<file path="config.mk">
export PLATFORM = sky130hd
export DESIGN_NAME = ggc_seq
export DESIGN_NICKNAME = d
export VERILOG_FILES = /design/src/sv/ggc_pkg.sv /design/src/sv/ggc_seq.sv
export SDC_FILE = /design/constraint.sdc
export NUM_CORES = 1
export LEC_CHECK = 0
export BUFFER_PORTS_ARGS = -buffer_cell sky130_fd_sc_hd__buf_2
export CAP_MARGIN = 20
export CORE_AREA = 2 2 126 128
export DETAILED_ROUTE_END_ITERATION = 12
export DIE_AREA = 0 0 128 130
export GPL_TIMING_DRIVEN = 0
export SLEW_MARGIN = 10
export SYNTH_ARGS = -nofsm -noshare
export SYNTH_HDL_FRONTEND = slang
export SYNTH_SLANG_ARGS = --single-unit
</file>
<file path="constraint.sdc">
create_clock -name clk -period 3.5 [get_ports clk]
set_input_delay 0.7 -clock clk [delete_from_list [all_inputs] [get_ports clk]]
set_output_delay 0.7 -clock clk [all_outputs]
set_load 0.02 [all_outputs]
</file>
<file path="src/sv/ggc_pkg.sv">
// Shared constants and types for the greedy graph coloring core.
`timescale 1ns / 1ps
package ggc_pkg;

	localparam int MAX_VERTICES = 32;
	localparam int ROW_BITS     = 32;
	localparam int IDX_W        = $clog2(MAX_VERTICES);
	localparam int COLOR_W      = 6;
	localparam int CNT_W        = 6;
	localparam int USED_W       = 1 << COLOR_W;

	typedef logic [COLOR_W-1:0] color_t;

	typedef struct packed {
		logic               we;
		logic [IDX_W-1:0]   waddr;
		color_t             wdata;
		logic               re;
		logic [IDX_W-1:0]   raddr;
	} ram_req_t;

	typedef struct packed {
		color_t vertex_color;
		color_t colors_used;
		logic   last_vertex;
	} ggc_res_t;

endpackage

</file>
<file path="src/sv/ggc_seq.sv">
// Per-vertex sequencer: gathers neighbor colors, picks first fit, writes back.
`timescale 1ns / 1ps
module ggc_seq import ggc_pkg::*; (
	input  logic                clk,
	input  logic                arst_n,
	input  logic                in_valid,
	output logic                in_ready,
	input  logic [ROW_BITS-1:0] conflict_row,
	input  logic                start_graph,
	input  logic [CNT_W-1:0]    vertex_count,
	output ram_req_t            ram_req,
	input  color_t              ram_rdata,
	output logic                res_valid,
	input  logic                res_take,
	output ggc_res_t            res
);

	localparam logic [1:0] ST_IDLE  = 2'd0;
	localparam logic [1:0] ST_READ  = 2'd1;
	localparam logic [1:0] ST_DRAIN = 2'd2;
	localparam logic [1:0] ST_FIN   = 2'd3;

	logic [1:0]          state_q;
	logic [ROW_BITS-1:0] row_q;
	logic [IDX_W-1:0]    idx_q;
	logic [IDX_W-1:0]    j_q;
	logic [CNT_W-1:0]    vidx_q;
	color_t              max_q;
	logic [USED_W-1:0]   used_q;
	logic                hit_s1;

	logic                accept;
	logic [CNT_W-1:0]    vidx_cur;
	logic [IDX_W-1:0]    idx_new;
	color_t              color;
	color_t              max_base;
	color_t              max_new;
	logic [CNT_W-1:0]    n_eff;
	logic [CNT_W-1:0]    idx_inc;
	logic                last;
	logic                rd_en;

	assign in_ready = (state_q == ST_IDLE);
	assign accept   = in_valid && in_ready;
	assign vidx_cur = start_graph ? '0 : vidx_q;
	assign idx_new  = (vidx_cur >= CNT_W'(MAX_VERTICES)) ? IDX_W'(MAX_VERTICES - 1)
		: vidx_cur[IDX_W-1:0];
	assign rd_en    = (state_q == ST_READ);

	always_comb begin
		color = color_t'(USED_W - 1);
		for (int k = USED_W - 1; k >= 1; k--) begin
			if (!used_q[k]) begin
				color = color_t'(k);
			end
		end
	end

	always_comb begin
		if (vertex_count == '0) begin
			n_eff = CNT_W'(1);
		end else if (vertex_count > CNT_W'(MAX_VERTICES)) begin
			n_eff = CNT_W'(MAX_VERTICES);
		end else begin
			n_eff = vertex_count;
		end
	end

	assign idx_inc  = CNT_W'(idx_q) + CNT_W'(1);
	assign last     = (idx_inc >= n_eff);
	assign max_base = (idx_q == '0) ? '0 : max_q;
	assign max_new  = (color > max_base) ? color : max_base;

	assign res_valid        = (state_q == ST_FIN);
	assign res.vertex_color = color;
	assign res.colors_used  = max_new;
	assign res.last_vertex  = last;

	assign ram_req.we    = res_take;
	assign ram_req.waddr = idx_q;
	assign ram_req.wdata = color;
	assign ram_req.re    = rd_en;
	assign ram_req.raddr = j_q;

	always_ff @(posedge clk or negedge arst_n) begin
		if (!arst_n) begin
			state_q <= ST_IDLE;
			vidx_q  <= '0;
			max_q   <= '0;
			hit_s1  <= 1'b0;
			j_q     <= '0;
			idx_q   <= '0;
		end else begin
			hit_s1 <= rd_en && row_q[j_q];
			case (state_q)
				ST_IDLE: begin
					if (accept) begin
						idx_q <= idx_new;
						j_q   <= '0;
						if (start_graph) begin
							max_q <= '0;
						end
						state_q <= (idx_new == '0) ? ST_FIN : ST_READ;
					end
				end
				ST_READ: begin
					if (j_q == idx_q - IDX_W'(1)) begin
						state_q <= ST_DRAIN;
					end
					j_q <= j_q + IDX_W'(1);
				end
				ST_DRAIN: begin
					state_q <= ST_FIN;
				end
				ST_FIN: begin
					if (res_take) begin
						max_q   <= max_new;
						vidx_q  <= last ? '0 : idx_inc;
						state_q <= ST_IDLE;
					end
				end
				default: begin
					state_q <= ST_IDLE;
				end
			endcase
		end
	end

	always_ff @(posedge clk) begin
		if (accept) begin
			row_q  <= conflict_row;
			used_q <= '0;
		end else if (hit_s1) begin
			used_q <= used_q | (USED_W'(1) << ram_rdata);
		end
	end

	a_read_below_idx: assert property (@(posedge clk) disable iff (!arst_n)
		ram_req.re |-> (ram_req.raddr < idx_q))
		else $error("read past current vertex");

	a_take_only_fin: assert property (@(posedge clk) disable iff (!arst_n)
		res_take |-> (state_q == ST_FIN))
		else $error("result taken outside finish");

	a_color_bounds: assert property (@(posedge clk) disable iff (!arst_n)
		res_take |-> (res.vertex_color != '0 && res.vertex_color <= res.colors_used))
		else $error("color out of bounds");

	a_take_to_idle: assert property (@(posedge clk) disable iff (!arst_n)
		res_take |=> (state_q == ST_IDLE))
		else $error("sequencer did not return to idle");

	a_accept_busy: assert property (@(posedge clk) disable iff (!arst_n)
		accept |=> (state_q != ST_IDLE))
		else $error("accepted vertex not started");

endmodule

</file>
==> metrics <==
outcome=complete, but fails checks; register share of total power=a little under two fifths; post-route ant nets=0; synthesized area=around 0.006 mm^2; post-synthesis cell type count=a little under 60; GRT met1 Usage=25.68%; Hold Buf Count CTS=0; Max-cap violations=0; antenna violations before repair=0; Max stage delay cell, worst path=dfxtp_2; largest net degree at the start of global routing=33; syn_nets=700; # setup viols final=6; Gate power share=29.7%; TritonCTS Buffers=17; routed len/inst=around 17 um; crit path DAT=3200 ps; hold crit path type=in -> async; Max FO, Critical Path=5; Top delay family on crit path=compound AO/OA/AOI/OAI gates; flip-flop and latch count after synthesis=119; Clock power frac=between 30% and 40%; Synth Instances=roughly 630; main flop type after synthesis=dfxtp_1; post-DP HPWL=roughly 12000 um; # rows=between 40 and 50; P&R area growth vs syn=28.09%; pwr dens=about 640 mW/mm^2; ys async rst share=around a fifth; CP Class=reg -> out; violated checks=setup timing; die height=130 um; ANT cells=0; Worst path max stage delay=about 350 ps; worst slack, placed=-510.8 ps; layout cells sized above 1=about 27%; via count=5266; CP Cell Sequence=nand4_1 -> a41oi_2 -> nor3_1 -> o31a_1 -> o21ai_2 -> a21oi_4 -> ha_1 -> nand3_1 -> o21bai_4 -> a31oi_4 -> buf_6 -> mux2i_2 -> buf_4; reg2reg setup slack=between 500 and 600 ps; GRT Total Usage=between 20% and 30%; I/O pin cnt=82; Register Area=between 0.002 and 0.003 mm^2; total wire length=16270 um; Fmax achieved=0.2564 GHz; Hold Vio Cnt, Final=0; clock slew at reported path FFs=approximately 60 ps; Max clock buf depth=2; DRC Markers=0; Setup crit end kind=output pin; die area=around 0.017 mm^2; Die Width=128 um; Rel. slew slack=approximately 42%; M3 GR Usage=under 10%; CP bufs+invs=2; reg2reg start=used_q[57]$_SDFFE_PP0P_; CORE AREA=between 0.015 and 0.02 mm^2; Setup TNS Final=-2126 ps; YS warnings=0; Switching Share=~34%; met2 usage in global routing=roughly a third; period utilization=111.4%; CP startpoint=used_q[53]$_SDFFE_PP0P_; grt ovf=0; area of the multi-input gates=between 0.003 and 0.004 mm^2; 1st-pass router iterations=5; register area share after synthesis=just under 50%; CTS tree=built; Avg Inst Size Synth=around 9.3 um^2; Net Sw Power=approximately 1.6 mW; Root Buffer=clkbuf_16; P_int=between 3 and 4 mW; Lkg Pwr=about 3.0 nW; RSZ-0062 raised after global routing=true; vias per inst=between 5 and 6; min cycle time layout=3900 ps; H-tree Lvls=4; slew at the pin with the worst max-slew slack=roughly 870 ps; Final Worst Setup Slack=-400.0 ps; DRT iter0 DRCs=362; Worst VDD drop=around 0.32 mV; Fillers=between 1000 and 1500; # clock sinks=roughly 120; gr busiest metal=met2; CP required=approximately 2800 ps; input/output buffers=slightly below 80; gpl congestion=0.8887; vias in the first global route=around 5200; Slew Viols, Final=0; first-pass GRT wire length=about 26000 um; EDFF count, synth=32; Nets=818; later-pin clock latency in the skew report=approximately 410 ps; clk_skew=roughly 6.7 ps; initial core utilization=38.08%; CP startpoint kind=register
-- worst paths after layout --
path / to / depth (start not counted)
setup / recovery: res[5] / 13
hold / removal: idx_q[3]$_DFFE_PN0P_ / 1
setup reg to reg: max_q[5]$_DFFE_PN0P_ / 14
hold reg to reg: used_q[61]$_SDFFE_PP0P_ / 2
max in group asynchronous: idx_q[1]$_DFFE_PN0P_ / 1
min in group clk: row_q[1]$_DFFE_PP_ / 1
-- worst reg2reg max path, stage by stage, from the launching register on --
cell and delay [ps]:
dfxtp_4 350, nand2_1 50, a31oi_1 170, o211ai_1 120, a311o_1 360, a2111oi_4 370
or2_4 210, ha_4 210, nor2b_4 130, o21bai_4 150, a31oi_4 120, buf_4 180
o21ai_1 310, nand2_1 100, o21ai_0 80
-- layout make-up --
class                   count  share of cell area, %
multi-input cells         458                  40.39
repair buffers            100                  7.931
inverters                  24                  1.197
plain buffers              30                  2.095
well taps                 192                  3.193
clock inverters            12                  1.397
flip-flops and latches    119                  37.99
clock buffers              20                  5.803
-- power groups by stage --
stage	combinational, mW	sequential [mW]	clock (mW)
after detailed placement	1.32	1.81	0
after CTS	1.37	1.78	1.62
after floorplan	0.929	1.79	0
after global routing	1.57	1.82	1.70
final	1.43	1.79	1.59
after global placement	1.27	1.80	0
-- cell usage after synthesis, types with 9 or more instances --
master | number | area share, %
o21ai_0 | 29 | 2.5
mux4_2 | 10 | 3.8
nor3_1 | 16 | 1.4
a21oi_1 | 63 | 5.4
clkbuf_1 | 18 | 1.2
nor2_1 | 94 | 6.0
nand2b_1 | 11 | 1.2
dfxtp_1 | 62 | 21
a31oi_1 | 16 | 1.7
edfxtp_1 | 32 | 16
ha_1 | 19 | 4.0
dfrtp_1 | 25 | 11
nand2_1 | 58 | 3.7
nand4_1 | 13 | 1.4
inv_1 | 24 | 1.5
nand3_1 | 28 | 2.4
buf_4 | 9 | 1.2
-- placed cells by master, fill, tap and decap left out, drive strengths merged, types with 12 or more instances in the layout --
master  synthesis  final
nand2b         12     12
a31oi          16     16
inv            24     25
nand4          13     13
clkbuf         18     37
nand3          28     28
buf            13    113
nand2          58     58
dfrtp          25     25
nor2           94     94
nor3           16     16
edfxtp         32     32
a21oi          64     64
ha             19     19
o21ai          33     33
dfxtp          62     62
-- state kept, by name (all words and copies together) (netlist names) --
register  flops
hit_s1        1
idx_q         5
j_q           5
max_q         6
row_q        32
state_q       2
used_q       62
vidx_q        6
-- routing by layer --
| layer | wire [um] | part of all wire (%) | vias to the layer above |
|---|---|---|---|
| met2 | 7789 | 48 | 160 |
| met5 | 0 | 0 | - |
| met1 | 7301 | 45 | 2550 |
| met3 | 788 | 4.8 | 31 |
| met4 | 394 | 2.4 | 0 |
| li1 | - | - | 2525 |
-- cell families (layout without fill, tap and decap cells) --
kind of cell | count (synthesis) | after routing | share of synthesized area [%]
AO/OA/AOI/OAI | 162 | 162 | 17.51
multiplexers | 18 | 18 | 5.197
AND/OR/NAND/NOR | 251 | 251 | 19.66
buffers and inverters | 55 | 186 | 4.260
adder cells (fa/ha/maj) | 19 | 19 | 4.047
XOR/XNOR | 8 | 8 | 1.193
flip-flops | 119 | 119 | 48.14
-- stage by stage --
step / hold WS, ps / total power [mW] / util, % / instances / area, um^2
after floorplan: 404.4 / 2.723 / - / 632 / 5912
after CTS: 291.3 / 4.782 / 47.76 / 948 / 7367
final: 286.6 / 4.814 / 48.78 / 955 / 7525
after detailed placement: 471.8 / 3.128 / 42.52 / 902 / 6559
after global placement: 453.1 / 3.066 / 42.38 / 901 / 6538
after global routing: 318.4 / 5.084 / 48.78 / 955 / 7525
-- what timing repair did --
action                                  in CTS  in global routing
endpoints found under the setup margin       7                  7
cloned                                       1                  0
pin swaps                                   23                 12
resized for setup                           42                 26
setup buffers                               13                  8
Note: power is estimated with default switching activity, not from simulation.
