**src/sv/ggc_pkg.sv**
```systemverilog
// Shared constants and types for the greedy graph coloring core.
`timescale 1ns / 1ps
package ggc_pkg;

	localparam int MAX_VERTICES = 32;
	localparam int ROW_BITS     = 32;
	localparam int IDX_W        = $clog2(MAX_VERTICES);
	localparam int COLOR_W      = 6;
	localparam int CNT_W        = 6;
	localparam int USED_W       = 1 << COLOR_W;

	typedef logic [COLOR_W-1:0] color_t;

	typedef struct packed {
		logic               we;
		logic [IDX_W-1:0]   waddr;
		color_t             wdata;
		logic               re;
		logic [IDX_W-1:0]   raddr;
	} ram_req_t;

	typedef struct packed {
		color_t vertex_color;
		color_t colors_used;
		logic   last_vertex;
	} ggc_res_t;

endpackage

```
**src/sv/ggc_color_ram.sv**
```systemverilog
// Color store: one write port, one registered read port.
`timescale 1ns / 1ps
module ggc_color_ram import ggc_pkg::*; (
	input  logic     clk,
	input  ram_req_t req,
	output color_t   rdata
);

	color_t mem [MAX_VERTICES];

	always_ff @(posedge clk) begin
		if (req.we) begin
			mem[req.waddr] <= req.wdata;
		end
		if (req.re) begin
			rdata <= mem[req.raddr];
		end
	end

endmodule

```
**config.mk**
```make
export PLATFORM = sky130hd
export DESIGN_NAME = ggc_color_ram
export DESIGN_NICKNAME = d
export VERILOG_FILES = /design/src/sv/ggc_pkg.sv /design/src/sv/ggc_color_ram.sv
export SDC_FILE = /design/constraint.sdc
export NUM_CORES = 1
export LEC_CHECK = 0
export CAP_MARGIN = 20
export CORE_ASPECT_RATIO = 0.9
export CORE_MARGIN = 3
export CORE_UTILIZATION = 35
export DETAILED_ROUTE_END_ITERATION = 6
export DONT_BUFFER_PORTS = 1
export HOLD_SLACK_MARGIN = 0.12
export PLACE_DENSITY_LB_ADDON = 0.1
export SYNTH_ARGS = -nofsm -noshare
export SYNTH_HDL_FRONTEND = slang
export SYNTH_SLANG_ARGS = --single-unit
```
**constraint.sdc**
```tcl
create_clock -name clk -period 2.85 [get_ports clk]
set_clock_uncertainty 0.1 [all_clocks]
set_input_delay 0 -clock clk [delete_from_list [all_inputs] [get_ports clk]]
set_output_delay 0 -clock clk [all_outputs]
set_load 0.03 [all_outputs]
```
==> metrics.txt, run 1 <==
status completed; final worst slack 0.289 ns; max cap viols 0; FP Rows 50; Area contributors post-synth edfxtp_1, mux4_2, nor2_1; Die Ht 146 µm; CP Launch Type flop; initial antenna violation count 0; Slew HR 49.5%; fraction of layout cells with a size suffix above 1 28.0%; # diodes 0; Clock Latency Late Sink 0.43 ns; CTS sink cnt 198; CTS Hold Bufs 25; cts repair resizes 0; Final setup violation count 0; total power 6.07 mW; worst r2r dst rdata[3]$_DFFE_PP_; Power Dens Cells 684 nW/µm²; cell taking the most area after synthesis edfxtp_1; leakage power 2.68 nW; cell area after synthesis 7650 µm²; Post CTS Setup Buffer Count 0; Place WS 0.807 ns; Synth Flop Type edfxtp_1; Fill cells 1,882; Tmin final 2.56 ns; clock slew at reported path FFs 0.07 ns; required time worst endpoint 2.93 ns; unrepaired setup endpoints after global routing no; crit path capture type flop; Final Hold Fails 0; Seq/Total Area, Yosys 77.7%; hpwl dp 9.98 mm; CP max-delay cell dlygate4sd3_1; CP most frequent cell mux4_2; hold path startpoint req[0]; Yosys reg bits 198; CTS max path bufs 2; first drt pass iteration count 4; setup TNS 0 ns; DRT iter0 DRCs 305; Post-Route WL 16.4 mm; Mean Syn Cell Area 23.7 µm²; Die Area 23,700 µm²; I/O pin total 25; CTS tree done; routed vias 3,332; routability congestion estimate from global placement 0.699; CTS root buf clkbuf_16; crit path DAT 2.65 ns; Crit Path Category flop to flop; Synth cell types 13; worst hold slack 0.163 ns; Die Wd 162 µm; worst min-delay path class input pin to flop; Syn Nets 342; Post-DRT Antenna Nets 0; max-slew violations 0; DRC viols 0; reg-to-reg slack, setup 0.29 ns; Area Overhead vs Synth 16.0%; Synth warnings 0; final std cells w/o fill 654; worst-path cell chain mux4_2 > mux4_2 > mux2_2 > dlygate4sd3_1; most common cell after layout, fill and taps aside edfxtp_1; VDD IR max 0.000375 V; Initial Util 36.2%; number of flops mapped to enable cells by yosys 198; Slew @ Worst Pin 0.754 ns; synthesized instance count 323; largest net degree at the start of global routing 49; r2r startpoint mem[29][3]$_DFFE_PP_; Max FO, Critical Path 1; DR WL/cell 25.1 µm; Core Region 21,100 µm²; CTS buffer count 17; Total GRT Usage 14.8%; top cell type's share of synthesized area 77.7%; part of the cycle the worst path needs 89.9%; Max Fclk 0.390 GHz; # nets final 374; Async S/R FF share, synth 0%; Port Buffer Count 0; dpl cells 595; first-pass GRT wire length 24.8 mm; commonest non-fill, non-tap cells in the layout edfxtp_1, mux4_2, nor2_1; CP endpoint rdata[3]$_DFFE_PP_; vias in the first global route 3,592; R2R depth 4; Congestion Overflow GR 0; Critical path origin mem[29][3]$_DFFE_PP_; delay of the slowest cell on the worst path 0.55 ns; vias per cell 5.09; htree depth 4
-- cell usage after synthesis (2+ instances only) --
master,instances
clkbuf_1,7
nor2_1,33
mux4_2,60
buf_1,2
or3b_2,3
nand3_1,2
nand3b_1,5
mux2_2,6
buf_2,2
edfxtp_1,198
buf_6,3
-- critical path, delay by kind of cell, from the launching register on --
| family | cells | cell delay (ns) |
|---|---|---|
| buf+inv | 1 | 0.55 |
| mux | 3 | 1.32 |
| flops | 1 | 0.36 |
-- worst min-delay path by stage --
stage	to	slack, ns	cells past startpoint
2_1_floorplan	mem[0][0]$_DFFE_PP_	-0.001	0
3_3_place_gp	mem[20][2]$_DFFE_PP_	0.001	0
3_5_place_dp	mem[28][2]$_DFFE_PP_	0.002	0
4_1_cts	rdata[2]$_DFFE_PP_	0.12	3
5_1_grt	rdata[2]$_DFFE_PP_	0.15	3
6_report	rdata[2]$_DFFE_PP_	0.16	3
-- stage by stage --
stage	cell area [µm²]	utilization, %
2_1_floorplan	7650	-
3_3_place_gp	7930	37.5
3_5_place_dp	7930	37.5
4_1_cts	8830	41.8
5_1_grt	8880	42.0
6_report	8880	42.0
-- routing by layer --
layer	wire length (µm)	vias up	track usage, %	share of wire (%)
met1	7690	1824	21.3	47
met2	7670	62	21.9	47
met3	937	9	5.02	5.7
li1	-	1437	-	-
met5	0	-	0	0
met4	117	0	3.45	0.71
-- registers in the layout, indices dropped and copies added (netlist names) --
signal,cells
mem,192
rdata,6
-- cell type report --
type | instances | area (µm²) | area share (%)
clock buffers | 20 | 437 | 4.92
clock inverters | 12 | 178 | 2.00
multi-input cells | 111 | 1630 | 18.3
flip-flops and latches | 198 | 5950 | 67.0
well taps | 286 | 358 | 4.03
repair buffers | 27 | 333 | 3.75
-- cell families (layout without fill, tap and decap cells) --
| kind of cell | after synthesis | count (layout) | share of synthesized area (%) |
|---|---|---|---|
| buf+inv | 14 | 59 | 1.01 |
| mux | 66 | 66 | 18.5 |
| flops | 198 | 198 | 77.7 |
| simple gates | 45 | 45 | 2.72 |
-- power breakdown --
| group | leakage (nW) | internal (mW) | switching, mW |
|---|---|---|---|
| Clock | 0.288 | 1.47 | 1.03 |
| Combinational | 0.599 | 0.152 | 0.134 |
| Sequential | 1.79 | 3.25 | 0.0316 |
No activity file was read; power rests on OpenSTA's default activity.
==> run 2, diff against run 1 <==
- ABC_AREA: default -> 1
==> metrics.txt, run 2 <==
status completed; CTS root buf clkbuf_16; CTS max path bufs 2; CP Launch Type input pin; Die Area 25,100 µm²; commonest non-fill, non-tap cells in the layout nand2_1, edfxtp_1, nand3_1; Synth warnings 0; Post-Route WL 21.8 mm; Combinational Power Share 6.4%; htree depth 4; VDD IR max 0.000350 V; worst r2r dst rdata[0]$_DFFE_PP_; Slew HR 35.2%; I/O pin total 25; Area contributors post-synth edfxtp_1, nand2_1, nand3_1; sequential share of power 52.5%; Max Fclk 0.392 GHz; CTS buffer count 17; top post-synthesis cells by count nand2_1, edfxtp_1, nand3_1; number of flops mapped to enable cells by yosys 198; CP endpoint rdata[5]$_DFFE_PP_; DR WL/cell 21.2 µm; vias in the first global route 5,247; Congestion Overflow GR 0; Synth Flop Type edfxtp_1; # diodes 0; unrepaired setup endpoints after global routing no; Final Hold Fails 0; Yosys reg bits 198; total power 6.24 mW; Critical path origin req[2]; Synth cell types 13; initial antenna violation count 0; cell taking the most area after synthesis edfxtp_1; Mean Syn Cell Area 11.6 µm²; Clock Latency Late Sink 0.43 ns; hpwl dp 12.2 mm; setup TNS 0 ns; crit path DAT 2.76 ns; Clock Power Share 41.1%; DRT iter0 DRCs 553; Crit Path Category input pin to flop; internal power 4.85 mW; Die Wd 167 µm; r2r startpoint mem[29][0]$_DFFE_PP_; cell area after synthesis 8140 µm²; vias per cell 5.15; final std cells w/o fill 1,030; number of flip-flops in the largest register 192; Switching Fraction 22.3%; reg-to-reg slack, setup 0.36 ns; # nets final 739; Area Overhead vs Synth 14.5%; routability congestion estimate from global placement 0.756; Power Dens Cells 670 nW/µm²; top cell type's share of synthesized area 73.1%; first-pass GRT wire length 32.9 mm; DRC viols 0; Tmin final 2.55 ns; FP Rows 52; Initial Util 35.9%; Port Buffer Count 0; Async S/R FF share, synth 0%; worst min-delay path class input pin to flop; part of the cycle the worst path needs 89.6%; largest net degree at the start of global routing 62; R2R depth 10; Slew @ Worst Pin 0.970 ns; Die Ht 151 µm; routed vias 5,302; max-slew violations 0; synthesized instance count 704; Post-DRT Antenna Nets 0; clock slew at reported path FFs 0.07 ns; crit path capture type flop; P_sw 1.39 mW; most flop-heavy register mem; max cap viols 0; required time worst endpoint 3.06 ns; most common cell after layout, fill and taps aside nand2_1; dpl cells 965; Max FO, Critical Path 18; CTS tree done; Syn Nets 723; Final setup violation count 0; leakage power 3.34 nW; top-count cell post-synth nand2_1; CTS sink cnt 198; Seq/Total Area, Yosys 73.1%; cts repair resizes 0; Core Region 22,600 µm²; biggest regs mem (192), rdata (6); fraction of layout cells with a size suffix above 1 5.73%; first drt pass iteration count 5; Total GRT Usage 17.8%
## run 2: cell types whose count changed in the layout (fill, tap and decap cells not counted), sizes merged, moves of 5 or more
| cell | change |
|---|---|
| nand2 | +269 |
| nand3 | +154 |
| mux4 | -60 |
| inv | +14 |
| mux2 | -6 |
| nand3b | -5 |
## run 2: per-layer routing
metal	share of wire (%)	wire length, µm	vias to the layer above	GRT usage (%)
met5	0	0	-	0
met4	1.3	276	0	4.54
met3	5.8	1270	17	3.60
met2	46	10100	156	28.2
met1	47	10200	2655	25.3
li1	-	-	2474	-
## run 2: per-stage QoR
step | instance area, µm² | setup WS, ns | hold slack, ns | util, %
6_report | 9320 | 0.297 | 0.135 | 41.2
3_3_place_gp | 8290 | 1.05 | 0.00357 | 36.6
4_1_cts | 9320 | 0.296 | 0.121 | 41.2
2_1_floorplan | 8140 | 1.66 | -0.00113 | -
3_5_place_dp | 8290 | 1.04 | 0.00378 | 36.6
5_1_grt | 9320 | 0.128 | 0.176 | 41.2
## run 2: worst min path at each step
| stage | from | to | slack, ns | depth (start not counted) |
|---|---|---|---|---|
| after floorplan | req[6] | mem[0][0]$_DFFE_PP_ | -0.001 | 0 |
| after global placement | req[11] | mem[22][5]$_DFFE_PP_ | 0.004 | 0 |
| after detailed placement | req[6] | mem[8][0]$_DFFE_PP_ | 0.004 | 0 |
| after CTS | req[0] | rdata[4]$_DFFE_PP_ | 0.12 | 8 |
| after global routing | req[0] | rdata[0]$_DFFE_PP_ | 0.18 | 8 |
| final | req[0] | rdata[4]$_DFFE_PP_ | 0.14 | 8 |
## run 2: kinds of logic (layout without fill, tap and decap cells)
logic type             count (synthesis)  after routing  share of synthesized area (%)
AND/OR/NAND/NOR                      458            458                           23.5
buffers and inverters                 48             77                           3.41
flip-flops                           198            198                           73.1
## run 2: power by group through the flow
stage / registers [mW] / clock network, mW / logic (mW)
after floorplan: 3.33 / 0 / 0.225
after CTS: 3.28 / 2.60 / 0.402
after detailed placement: 3.34 / 0 / 0.252
after global routing: 3.28 / 2.72 / 0.442
final: 3.28 / 2.57 / 0.399
after global placement: 3.34 / 0 / 0.252
## run 2: layout make-up
type,count,area (µm²)
inverter,10,40.0
multi-input combinational,458,1910
tap,297,372
timing repair buffer,35,425
sequential,198,5950
fill,2199,13300
clock inverter,15,199
clock buffer,17,425
## run 2: critical path, cell delays in order
cell	delay [ns]
dlygate4sd3_1	1.16
nand3_1	0.15
dlygate4sd3_1	0.60
nand2_1	0.06
dlygate4sd3_1	0.55
nand2_1	0.05
nand2_1	0.07
nand2_1	0.04
nand2_1	0.07
## run 2: timing repair
item                                    in CTS  in global routing
hold buffers                                33                  0
endpoints found under the setup margin       0                  0
hold endpoints to repair                   396                  0
buffers inserted                             0                  0
==> run 3, diff against run 2 <==
- ABC_AREA: 1 -> default
- BUFFER_PORTS_ARGS: default -> -buffer_cell sky130_fd_sc_hd__buf_2
- DONT_BUFFER_PORTS: 1 -> default
- SKIP_LAST_GASP: default -> 1
==> metrics.txt, run 3 (synthesis gave the netlist of run 1 again) <==
status completed; Final Hold Fails 0; Post-DRT Antenna Nets 0; crit path DAT 2.16 ns; vias in the first global route 3,522; Multi-input gate area 1630 µm²; htree depth 4; CTS max path bufs 2; worst r2r dst rdata[1]$_DFFE_PP_; worst min-delay path class input pin to flop; max cap viols 0; hold depth 3; cts repair resizes 0; Area Overhead vs Synth 15.8%; first-pass GRT wire length 24.2 mm; required time worst endpoint 2.93 ns; CP Launch Type flop; most flop-heavy register mem; DR WL/cell 24.4 µm; vias per cell 5.01; initial antenna violation count 1; routability congestion estimate from global placement 0.696; reg-to-reg slack, setup 0.76 ns; Congestion Overflow GR 0; setup TNS 0 ns; hpwl dp 10.4 mm; Slew @ Worst Pin 0.771 ns; Total GRT Usage 14.6%; number of flip-flops in the largest register 192; DRC viols 0; Max Fclk 0.480 GHz; # diodes 0; part of the cycle the worst path needs 73.2%; register area 5950 µm²; R2R depth 3; Fill cells 1,870; Core Region 21,100 µm²; hold path startpoint req[15]; max-slew violations 0; first drt pass iteration count 4; FP Rows 50; Max FO, Critical Path 1; VDD IR max 0.000378 V; Crit Path Category flop to flop; largest net degree at the start of global routing 49; Post-Route WL 16.2 mm; worst hold endpoint mem[30][2]$_DFFE_PP_; CTS buffer count 17; Clock Latency Late Sink 0.43 ns; Final setup violation count 0; biggest regs mem (192), rdata (6); # nets final 382; Die Area 23,700 µm²; Initial Util 36.2%; leakage power 2.71 nW; Slew HR 48.4%; CTS sink cnt 198; Port Buffer Count 24; fraction of layout cells with a size suffix above 1 33.2%; CTS root buf clkbuf_16; DRT iter0 DRCs 249; commonest non-fill, non-tap cells in the layout edfxtp_1, mux4_2, nor2_1; r2r startpoint mem[16][1]$_DFFE_PP_; clock slew at reported path FFs 0.07 ns; Die Wd 162 µm; Power Dens Cells 706 nW/µm²; dpl cells 622; crit path capture type flop; Die Ht 146 µm; unrepaired setup endpoints after global routing no; Final Util 41.9%; I/O pin total 25; CTS tree done; routed vias 3,319; Tmin final 2.09 ns; most common cell after layout, fill and taps aside edfxtp_1; final std cells w/o fill 662
==> run 3: final cells by class <==
cell class,count,area share (%)
sequential,198,67.1
clock buffer,19,4.89
tap,286,4.04
clock inverter,13,2.59
timing repair buffer,35,2.97
multi-input combinational,111,18.4
==> run 3: power by group <==
group,total (mW),switching (mW),internal (mW)
combinational,0.337,0.196,0.142
clock,2.66,1.01,1.64
sequential,3.26,0.00872,3.25
==> run 3: per-stage QoR <==
stage / hold WS [ns] / total power [mW] / instance area [µm²] / setup WS, ns
4_1_cts: 0.137 / 6.31 / 8850 / 0.770
3_3_place_gp: 0.244 / 3.66 / 8110 / 0.503
2_1_floorplan: -0.00113 / 3.51 / 7650 / 0.771
3_5_place_dp: 0.227 / 3.66 / 8110 / 0.492
5_1_grt: 0.169 / 6.46 / 8850 / 0.744
6_report: 0.144 / 6.25 / 8850 / 0.765
==> run 3: layer usage <==
metal / part of all wire (%) / wire, µm / GRT usage, % / vias to the layer above
met5: 0 / 0 / 0 / -
met4: 0.82 / 133 / 3.97 / 0
met3: 5.4 / 867 / 4.03 / 7
met2: 45 / 7220 / 20.7 / 58
met1: 49 / 7960 / 22.3 / 1805
li1: - / - / - / 1449
==> run 3: critical path: stages (launching register included) <==
cell	delay, ns
edfxtp_1	0.36
mux4_2	0.54
mux4_2	0.54
mux2_2	0.29
==> run 3: worst max path at each step <==
stage / slack (ns) / to / from
floorplan: 0.77 / rdata[0]$_DFFE_PP_ / req[2]
global placement: 0.50 / rdata[1]$_DFFE_PP_ / req[0]
detailed placement: 0.49 / rdata[1]$_DFFE_PP_ / req[0]
CTS: 0.77 / rdata[3]$_DFFE_PP_ / mem[20][3]$_DFFE_PP_
global route: 0.74 / rdata[1]$_DFFE_PP_ / mem[16][1]$_DFFE_PP_
finish: 0.76 / rdata[1]$_DFFE_PP_ / mem[16][1]$_DFFE_PP_
==> run 3: repair_timing <==
action                    4_1_cts  5_1_grt
hold buffers                    8        0
buffers inserted                0        0
hold endpoints to repair      204        0
